[config.mk]
export PLATFORM = sky130hd
export DESIGN_NAME = sha256_stream_hasher
export DESIGN_NICKNAME = d
export VERILOG_FILES = /design/src/hdl/sha256_pkg.sv /design/src/hdl/sha256_stream_hasher.sv
export SDC_FILE = /design/constraint.sdc
export NUM_CORES = 2
export LEC_CHECK = 0
export BUFFER_PORTS_ARGS = -buffer_cell sky130_fd_sc_hd__buf_4
export CORE_AREA = 2 2 345 415
export DETAILED_ROUTE_END_ITERATION = 8
export DIE_AREA = 0 0 347 417
export PLACE_DENSITY_LB_ADDON = 0.3
export SLEW_MARGIN = 20
export SYNTH_ARGS = -nofsm -noshare
export SYNTH_HDL_FRONTEND = slang
export SYNTH_SLANG_ARGS = --single-unit
[constraint.sdc]
create_clock -name i_clk -period 15.4 [get_ports i_clk]
set_input_delay 0.77 -clock i_clk [delete_from_list [all_inputs] [get_ports i_clk]]
set_output_delay 0.77 -clock i_clk [all_outputs]
set_load 0.02 [all_outputs]
[src/hdl/sha256_pkg.sv]
// Package: SHA-256 constants, round constant table and a rotate-right function.
`default_nettype none
package sha256_pkg;
    localparam logic [31:0] IV [0:7] = '{
        32'h6a09e667, 32'hbb67ae85, 32'h3c6ef372, 32'ha54ff53a,
        32'h510e527f, 32'h9b05688c, 32'h1f83d9ab, 32'h5be0cd19
    };
    localparam logic [7:0] PAD_BYTE = 8'h80;

    function automatic logic [31:0] round_k(input logic [5:0] r);
        logic [31:0] k;
        unique case (r)
            6'd0: k = 32'h428a2f98; 6'd1: k = 32'h71374491; 6'd2: k = 32'hb5c0fbcf;
            6'd3: k = 32'he9b5dba5; 6'd4: k = 32'h3956c25b; 6'd5: k = 32'h59f111f1;
            6'd6: k = 32'h923f82a4; 6'd7: k = 32'hab1c5ed5; 6'd8: k = 32'hd807aa98;
            6'd9: k = 32'h12835b01; 6'd10: k = 32'h243185be; 6'd11: k = 32'h550c7dc3;
            6'd12: k = 32'h72be5d74; 6'd13: k = 32'h80deb1fe; 6'd14: k = 32'h9bdc06a7;
            6'd15: k = 32'hc19bf174; 6'd16: k = 32'he49b69c1; 6'd17: k = 32'hefbe4786;
            6'd18: k = 32'h0fc19dc6; 6'd19: k = 32'h240ca1cc; 6'd20: k = 32'h2de92c6f;
            6'd21: k = 32'h4a7484aa; 6'd22: k = 32'h5cb0a9dc; 6'd23: k = 32'h76f988da;
            6'd24: k = 32'h983e5152; 6'd25: k = 32'ha831c66d; 6'd26: k = 32'hb00327c8;
            6'd27: k = 32'hbf597fc7; 6'd28: k = 32'hc6e00bf3; 6'd29: k = 32'hd5a79147;
            6'd30: k = 32'h06ca6351; 6'd31: k = 32'h14292967; 6'd32: k = 32'h27b70a85;
            6'd33: k = 32'h2e1b2138; 6'd34: k = 32'h4d2c6dfc; 6'd35: k = 32'h53380d13;
            6'd36: k = 32'h650a7354; 6'd37: k = 32'h766a0abb; 6'd38: k = 32'h81c2c92e;
            6'd39: k = 32'h92722c85; 6'd40: k = 32'ha2bfe8a1; 6'd41: k = 32'ha81a664b;
            6'd42: k = 32'hc24b8b70; 6'd43: k = 32'hc76c51a3; 6'd44: k = 32'hd192e819;
            6'd45: k = 32'hd6990624; 6'd46: k = 32'hf40e3585; 6'd47: k = 32'h106aa070;
            6'd48: k = 32'h19a4c116; 6'd49: k = 32'h1e376c08; 6'd50: k = 32'h2748774c;
            6'd51: k = 32'h34b0bcb5; 6'd52: k = 32'h391c0cb3; 6'd53: k = 32'h4ed8aa4a;
            6'd54: k = 32'h5b9cca4f; 6'd55: k = 32'h682e6ff3; 6'd56: k = 32'h748f82ee;
            6'd57: k = 32'h78a5636f; 6'd58: k = 32'h84c87814; 6'd59: k = 32'h8cc70208;
            6'd60: k = 32'h90befffa; 6'd61: k = 32'ha4506ceb; 6'd62: k = 32'hbef9a3f7;
            default: k = 32'hc67178f2;
        endcase
        return k;
    endfunction

    function automatic logic [31:0] rotr(input logic [31:0] x, input int n);
        return (x >> n) | (x << (32 - n));
    endfunction
endpackage
`default_nettype wire

[src/hdl/sha256_stream_hasher.sv]
// Top level: byte-stream SHA-256 hasher with one shared round unit.
// A byte that fills a block holds off input while the block is compressed (load, 64 rounds,
// chain add); other bytes are taken whenever the hasher is idle.
// End of message sweeps the rest of the block, or a fresh one, one byte per cycle before each
// padding compression (two when needed), then 8 output beats, one per cycle when taken.
// Synchronous active-low reset restores the initial hash values and a zero byte count.
`default_nettype none
module sha256_stream_hasher
    import sha256_pkg::*;
(
    input  wire logic        i_clk,
    input  wire logic        i_rst_n,
    input  wire logic        i_valid,
    output logic             o_ready,
    input  wire logic [7:0]  i_data_byte,
    input  wire logic        i_byte_valid,
    input  wire logic        i_end_of_message,
    output logic             o_valid,
    input  wire logic        i_ready,
    output logic [31:0]      o_digest_word,
    output logic [2:0]       o_word_number,
    output logic             o_last_word
);
    typedef enum logic [2:0] {
        S_IDLE, S_PAD, S_LOAD, S_ROUND, S_ADD, S_OUT
    } t_state;

    t_state      r_state;
    logic [31:0] r_h [0:7];
    logic [31:0] r_v [0:7];
    logic [31:0] r_w [0:15];  // message block bytes, then the schedule window
    logic [60:0] r_count;
    logic [5:0]  r_round;
    logic [6:0]  r_pidx;     // padding sweep index
    logic        r_final;    // current compression is the last of the message
    logic        r_second;   // a second padding block is needed
    logic [2:0]  r_onum;

    logic [5:0]  fill;
    logic [63:0] bits;
    logic [31:0] w_cur, g0, g1, s0, s1, ch, maj, t1, t2, w15, w2;
    assign fill = r_count[5:0];
    assign bits = {r_count, 3'b000};

    always_comb begin
        w15 = r_w[1];
        w2  = r_w[14];
        g0  = rotr(w15, 7) ^ rotr(w15, 18) ^ (w15 >> 3);
        g1  = rotr(w2, 17) ^ rotr(w2, 19) ^ (w2 >> 10);
        // window shifts each round: slot 0 is the current word for rounds 0-15, then w[r-16]
        w_cur = (r_round < 6'd16) ? r_w[0] : (r_w[0] + g0 + r_w[9] + g1);
        s1  = rotr(r_v[4], 6) ^ rotr(r_v[4], 11) ^ rotr(r_v[4], 25);
        ch  = (r_v[4] & r_v[5]) ^ (~r_v[4] & r_v[6]);
        t1  = r_v[7] + s1 + ch + round_k(r_round) + w_cur;
        s0  = rotr(r_v[0], 2) ^ rotr(r_v[0], 13) ^ rotr(r_v[0], 22);
        maj = (r_v[0] & r_v[1]) ^ (r_v[0] & r_v[2]) ^ (r_v[1] & r_v[2]);
        t2  = s0 + maj;
    end

    assign o_ready       = (r_state == S_IDLE);
    assign o_valid       = (r_state == S_OUT);
    assign o_digest_word = r_h[r_onum];
    assign o_word_number = r_onum;
    assign o_last_word   = (r_onum == 3'd7);

    // buffer-indexed padding byte for the second padding block or the tail
    function automatic logic [7:0] len_byte(input logic [63:0] b, input logic [2:0] i);
        return b[8*(7-i) +: 8];
    endfunction

    always_ff @(posedge i_clk) begin
        if (!i_rst_n) begin
            r_state  <= S_IDLE;
            r_count  <= '0;
            r_round  <= '0;
            r_pidx   <= '0;
            r_final  <= 1'b0;
            r_second <= 1'b0;
            r_onum   <= '0;
            for (int i = 0; i < 8; i++) r_h[i] <= IV[i];
        end else begin
            unique case (r_state)
                S_IDLE: begin
                    if (i_valid) begin
                        if (i_byte_valid) begin
                            // big-endian byte lane of the block word
                            r_w[fill[5:2]][{~fill[1:0], 3'b000} +: 8] <= i_data_byte;
                            r_count <= r_count + 61'd1;
                        end
                        r_final <= 1'b0;
                        if (i_byte_valid && fill == 6'd63) begin
                            r_second <= i_end_of_message;
                            r_state  <= S_LOAD;
                        end else if (i_end_of_message) begin
                            r_pidx  <= {1'b0, fill} + {6'd0, i_byte_valid};
                            r_state <= S_PAD;
                            r_second <= 1'b0;
                        end
                    end
                end
                S_PAD: begin
                    // one buffer byte per cycle; r_pidx from fill (or 0 for a fresh block) to 63
                    if (r_pidx[5:0] == fill && !r_second) begin
                        r_w[r_pidx[5:2]][{~r_pidx[1:0], 3'b000} +: 8] <= PAD_BYTE;
                    end else if (r_pidx[5:0] >= 6'd56 && !(fill >= 6'd56 && !r_second)) begin
                        r_w[r_pidx[5:2]][{~r_pidx[1:0], 3'b000} +: 8] <=
                            len_byte(bits, r_pidx[2:0]);
                    end else begin
                        r_w[r_pidx[5:2]][{~r_pidx[1:0], 3'b000} +: 8] <= 8'h00;
                    end
                    if (r_pidx[5:0] == 6'd63) begin
                        r_final <= !(fill >= 6'd56 && !r_second);
                        r_state <= S_LOAD;
                    end
                    r_pidx <= r_pidx + 7'd1;
                end
                S_LOAD: begin
                    for (int i = 0; i < 8; i++) r_v[i] <= r_h[i];
                    r_round <= '0;
                    r_state <= S_ROUND;
                end
                S_ROUND: begin
                    for (int i = 0; i < 15; i++) r_w[i] <= r_w[i+1];
                    r_w[15] <= w_cur;
                    r_v[7] <= r_v[6]; r_v[6] <= r_v[5]; r_v[5] <= r_v[4];
                    r_v[4] <= r_v[3] + t1;
                    r_v[3] <= r_v[2]; r_v[2] <= r_v[1]; r_v[1] <= r_v[0];
                    r_v[0] <= t1 + t2;
                    r_round <= r_round + 6'd1;
                    if (r_round == 6'd63) r_state <= S_ADD;
                end
                S_ADD: begin
                    for (int i = 0; i < 8; i++) r_h[i] <= r_h[i] + r_v[i];
                    if (r_final) begin
                        r_onum  <= '0;
                        r_state <= S_OUT;
                    end else if (r_second) begin
                        // message ended on a full block: pad a fresh block from byte 0
                        r_second <= 1'b0;
                        r_pidx   <= '0;
                        r_state  <= S_PAD;
                    end else if (fill >= 6'd56 && r_pidx[6]) begin
                        // first of two padding blocks done
                        r_second <= 1'b1;
                        r_pidx   <= '0;
                        r_state  <= S_PAD;
                    end else begin
                        r_state <= S_IDLE;
                    end
                end
                S_OUT: begin
                    if (i_ready) begin
                        r_onum <= r_onum + 3'd1;
                        if (r_onum == 3'd7) begin
                            for (int i = 0; i < 8; i++) r_h[i] <= IV[i];
                            r_count <= '0;
                            r_pidx  <= '0;
                            r_state <= S_IDLE;
                        end
                    end
                end
                default: r_state <= S_IDLE;
            endcase
        end
    end

`ifndef SYNTHESIS
    a_excl: assert property (@(posedge i_clk) disable iff (!i_rst_n)
        !(o_ready && o_valid)) else $error("ready and valid together");
    a_last: assert property (@(posedge i_clk) disable iff (!i_rst_n)
        o_valid && i_ready && o_last_word |=> o_ready) else $error("no return to idle");
    a_round: assert property (@(posedge i_clk) disable iff (!i_rst_n)
        r_state == S_LOAD |=> r_state == S_ROUND && r_round == 6'd0)
        else $error("round counter not restarted");
`endif
endmodule
`default_nettype wire

==> results.md <==
* Final Hold Fails at 0
* Slowest CP cell: fa_1
* Hold Path Class: input port to flop
* Number of distinct library cells after synthesis at 96
* CTS tree: done
* Count leader, synth: nand2_1
* Total gr overflow at 0
* Outcome: completed
* Die X at 347 um
* Net switching power at 3.42 mW
* Per-cell routed wire length at 26.0 um
* Final Total Pwr at 10.1 mW
* Largest net degree at the start of global routing at 206
* Hold_ws at 0.320 ns
* Total CTS buffers at 130
* Final setup fails at 0
* Net Count, Synth at 8,355
* DRT Wirelength at 249 mm
* Multi-input gate area at 40,700 um^2
* Simple-gate area share of the yosys netlist at 0.137
* FFs w/ async S/R, synth at 0
* Reg clk slew, reported paths at 0.06 ns
* Antenna Nets Post-Route at 0
* Reg2reg path depth at 44
* Synth top area share at 0.357
* Filler Cell Count at ~12,000
* Setup bufs post-CTS at 0
* Synth Register Bits at 1,141
* Synth cell count leaders: nand2_1, edfxtp_1, a21o_1
* RSZ-0062 raised after global routing: false
* Worst EP arrival at 12.20 ns
* Cell Area, Synth at 75,400 um^2
* GP Congestion at between 1 and 1.5
* CTS sink cnt at roughly 1,100
* DRC viols at 0
* Area Overhead vs Synth at 8.93%
* Worst path max stage delay at 0.52 ns
* Tmin final at 11.56 ns
* Type of origin of the critical path: flop
* Crit Path Class: flop to flop
* Sw frac at 0.338
* Clock Root Buffer: clkbuf_16
* Worst Path Required at 16.04 ns
* Max clock buf depth at 3
* P_int at 6.68 mW
* IO Pins at 52
* Final non-filler cell total at around 9,600
* H-tree levels at 4
* Worst setup EP type: flop
* Largest family of logic cells by synthesized area: compound AO/OA/AOI/OAI gates
* Pins Over Slew Limit at 0
* VDD IR-drop max at around 0.12 mV
* Effective utilization at floorplan at 0.536
* Number of global-route vias before repair at 59,205
* PortBufs at 51
* P_leak at 34.7 nW
* Comb power frac at 0.332
* FF+latch area at approximately 32,000 um^2
* Sequential share of power at 0.340
* Share of cells above drive strength 1 at 0.0798
* TNS Setup at 0 ns
* Top cells by area, synth: edfxtp_1, nand2_1, ha_1
* Hpwl dp at 183 mm
* Crit-path max FO at 8
* Fmax at 0.0865 GHz
* Fin crit share at 0.750
* XOR/XNOR share of the synthesized area at 0.0696
* Max transition margin at 0.185
* Primary FF master, synth: edfxtp_1
* Largest area contributor in the netlist: edfxtp_1
* Least-Margin Pin Slew at 1.22 ns
* Initial antenna violation count at 6
* Total Routing Usage GR at 0.341
* Post-synthesis compound-gate area fraction at 0.173
* First-pass GRT wire length at 371 mm
* Yosys warnings at 0
* DP Cell Count at 9,338
* Syn_area_per_cell at 9.74 um^2
* Sequential area share after synthesis at 0.422
* Pwr dens at 123 nW/um^2
* EDFF count, synth at between 800 and 900
* Vias per cell at about 6.3
* Worst skew pair latency at about 0.8 ns
* Clock share of power at 0.328
* Row count at 151
* Multiplexer share of the synthesized area at 0.0358
* Post-CTS sizing at 0
* Die height at ~420 um
* Adder-cell share of the synthesized area at 0.121
* Die area at 145,000 um^2
* MaxCap Viol Count at 0
* Synth Instances at around 7,700
* Post-CTS Hold Fix Bufs at 0
* DR pass1 iterations at 6
* Final-stage net count at 8,247
* Worst Skew at 0.0377 ns
* Initial drt markers at ~6,100
* Critical path's most frequent cell: fa_1
* Routed vias at 60,005
* Core area at roughly 140,000 um^2
* Hold Path Depth at 3
==> metrics by stage <==
| stage | area, um^2 | setup WS, ns | util |
|---|---|---|---|
| finish | 82200 | 3.84 | 0.584 |
| detailed placement | 77600 | 4.08 | 0.551 |
| CTS | 82100 | 4.00 | 0.583 |
| global route | 82100 | 3.20 | 0.584 |
| floorplan | 75400 | 2.05 | - |
| global placement | 77600 | 4.14 | 0.551 |
==> final timing paths <==
| check | from | slack, ns | to |
|---|---|---|---|
| hold reg to reg | r_h[6][31] | 0.51 | r_h[6][31] |
| setup reg to reg | r_w[14][20] | 3.84 | r_v[0][31] |
| hold / removal | i_end_of_message | 0.32 | r_second |
| setup / recovery | r_w[14][20] | 3.84 | r_v[0][31] |
==> kinds of logic (layout without fill, tap and decap cells) <==
family | count (synthesis) | after routing
flops | 1141 | 1141
buf+inv | 811 | 809
xor+xnor | 598 | 598
fa+ha+maj | 618 | 618
compound gates | 2018 | 2018
simple gates | 2393 | 2393
other cells | 0 | 2
mux | 164 | 164
==> registers in the layout, summed over array words and instances (netlist names), named ones only <==
| signal | count |
|---|---|
| r_final | 1 |
| r_h | 256 |
| r_w | 512 |
| o_word_number | 3 |
| r_second | 1 |
| r_v | 256 |
| r_count | 61 |
| r_pidx | 7 |
| r_round | 6 |
| r_state | 3 |
==> cells in the final DEF, fill, tap and decap left out, types with 48 or more instances in the layout <==
| master | instances |
|---|---|
| nand3_1 | 139 |
| buf_4 | 186 |
| a21o_1 | 514 |
| clkbuf_16 | 133 |
| or3_1 | 51 |
| ha_1 | 403 |
| a21oi_1 | 450 |
| nor2_1 | 380 |
| dfxtp_1 | 242 |
| mux4_2 | 78 |
| o21ai_0 | 430 |
| xor2_1 | 194 |
| o21a_1 | 100 |
| xnor2_1 | 403 |
| nand2_1 | 1372 |
| nand2b_1 | 63 |
| nor3_1 | 120 |
| a31oi_1 | 59 |
| a211oi_1 | 54 |
| o211ai_1 | 58 |
| edfxtp_1 | 896 |
| inv_1 | 379 |
| mux2_2 | 63 |
| and3_1 | 48 |
| fa_1 | 195 |
==> final cells by class <==
| cell class | instances | area share |
|---|---|---|
| antenna | 2 | 0.0000609 |
| tap | 1836 | 0.0280 |
| clock inverter | 65 | 0.0117 |
| timing repair buffer | 188 | 0.0175 |
| multi-input combinational | 5791 | 0.495 |
| inverter | 383 | 0.0175 |
| sequential | 1141 | 0.387 |
| clock buffer | 173 | 0.0430 |
==> routing by layer <==
layer  track usage  part of all wire  up-vias
met5             0                 0        -
met4         0.238             0.080        0
met3        0.0528             0.072      735
met2         0.571              0.48     2700
met1         0.403              0.37    29290
li1              -                 -    27280
==> critical path, delay by kind of cell, from the launching register on <==
| family | cells | cell delay [ns] |
|---|---|---|
| adder cells (fa/ha/maj) | 10 | 4.19 |
| buffers and inverters | 6 | 0.37 |
| flip-flops | 1 | 0.47 |
| XOR/XNOR | 4 | 1.20 |
| AND/OR/NAND/NOR | 6 | 1.24 |
| AO/OA/AOI/OAI | 18 | 3.91 |
==> power by group through the flow <==
stage	clock network, mW	registers (mW)	logic [mW]
floorplan	0	3.48	2.50
global placement	0	3.50	3.21
detailed placement	0	3.50	3.27
CTS	3.34	3.43	3.30
global route	3.45	3.44	3.69
finish	3.31	3.44	3.36
(Power assumes the default switching activity.)
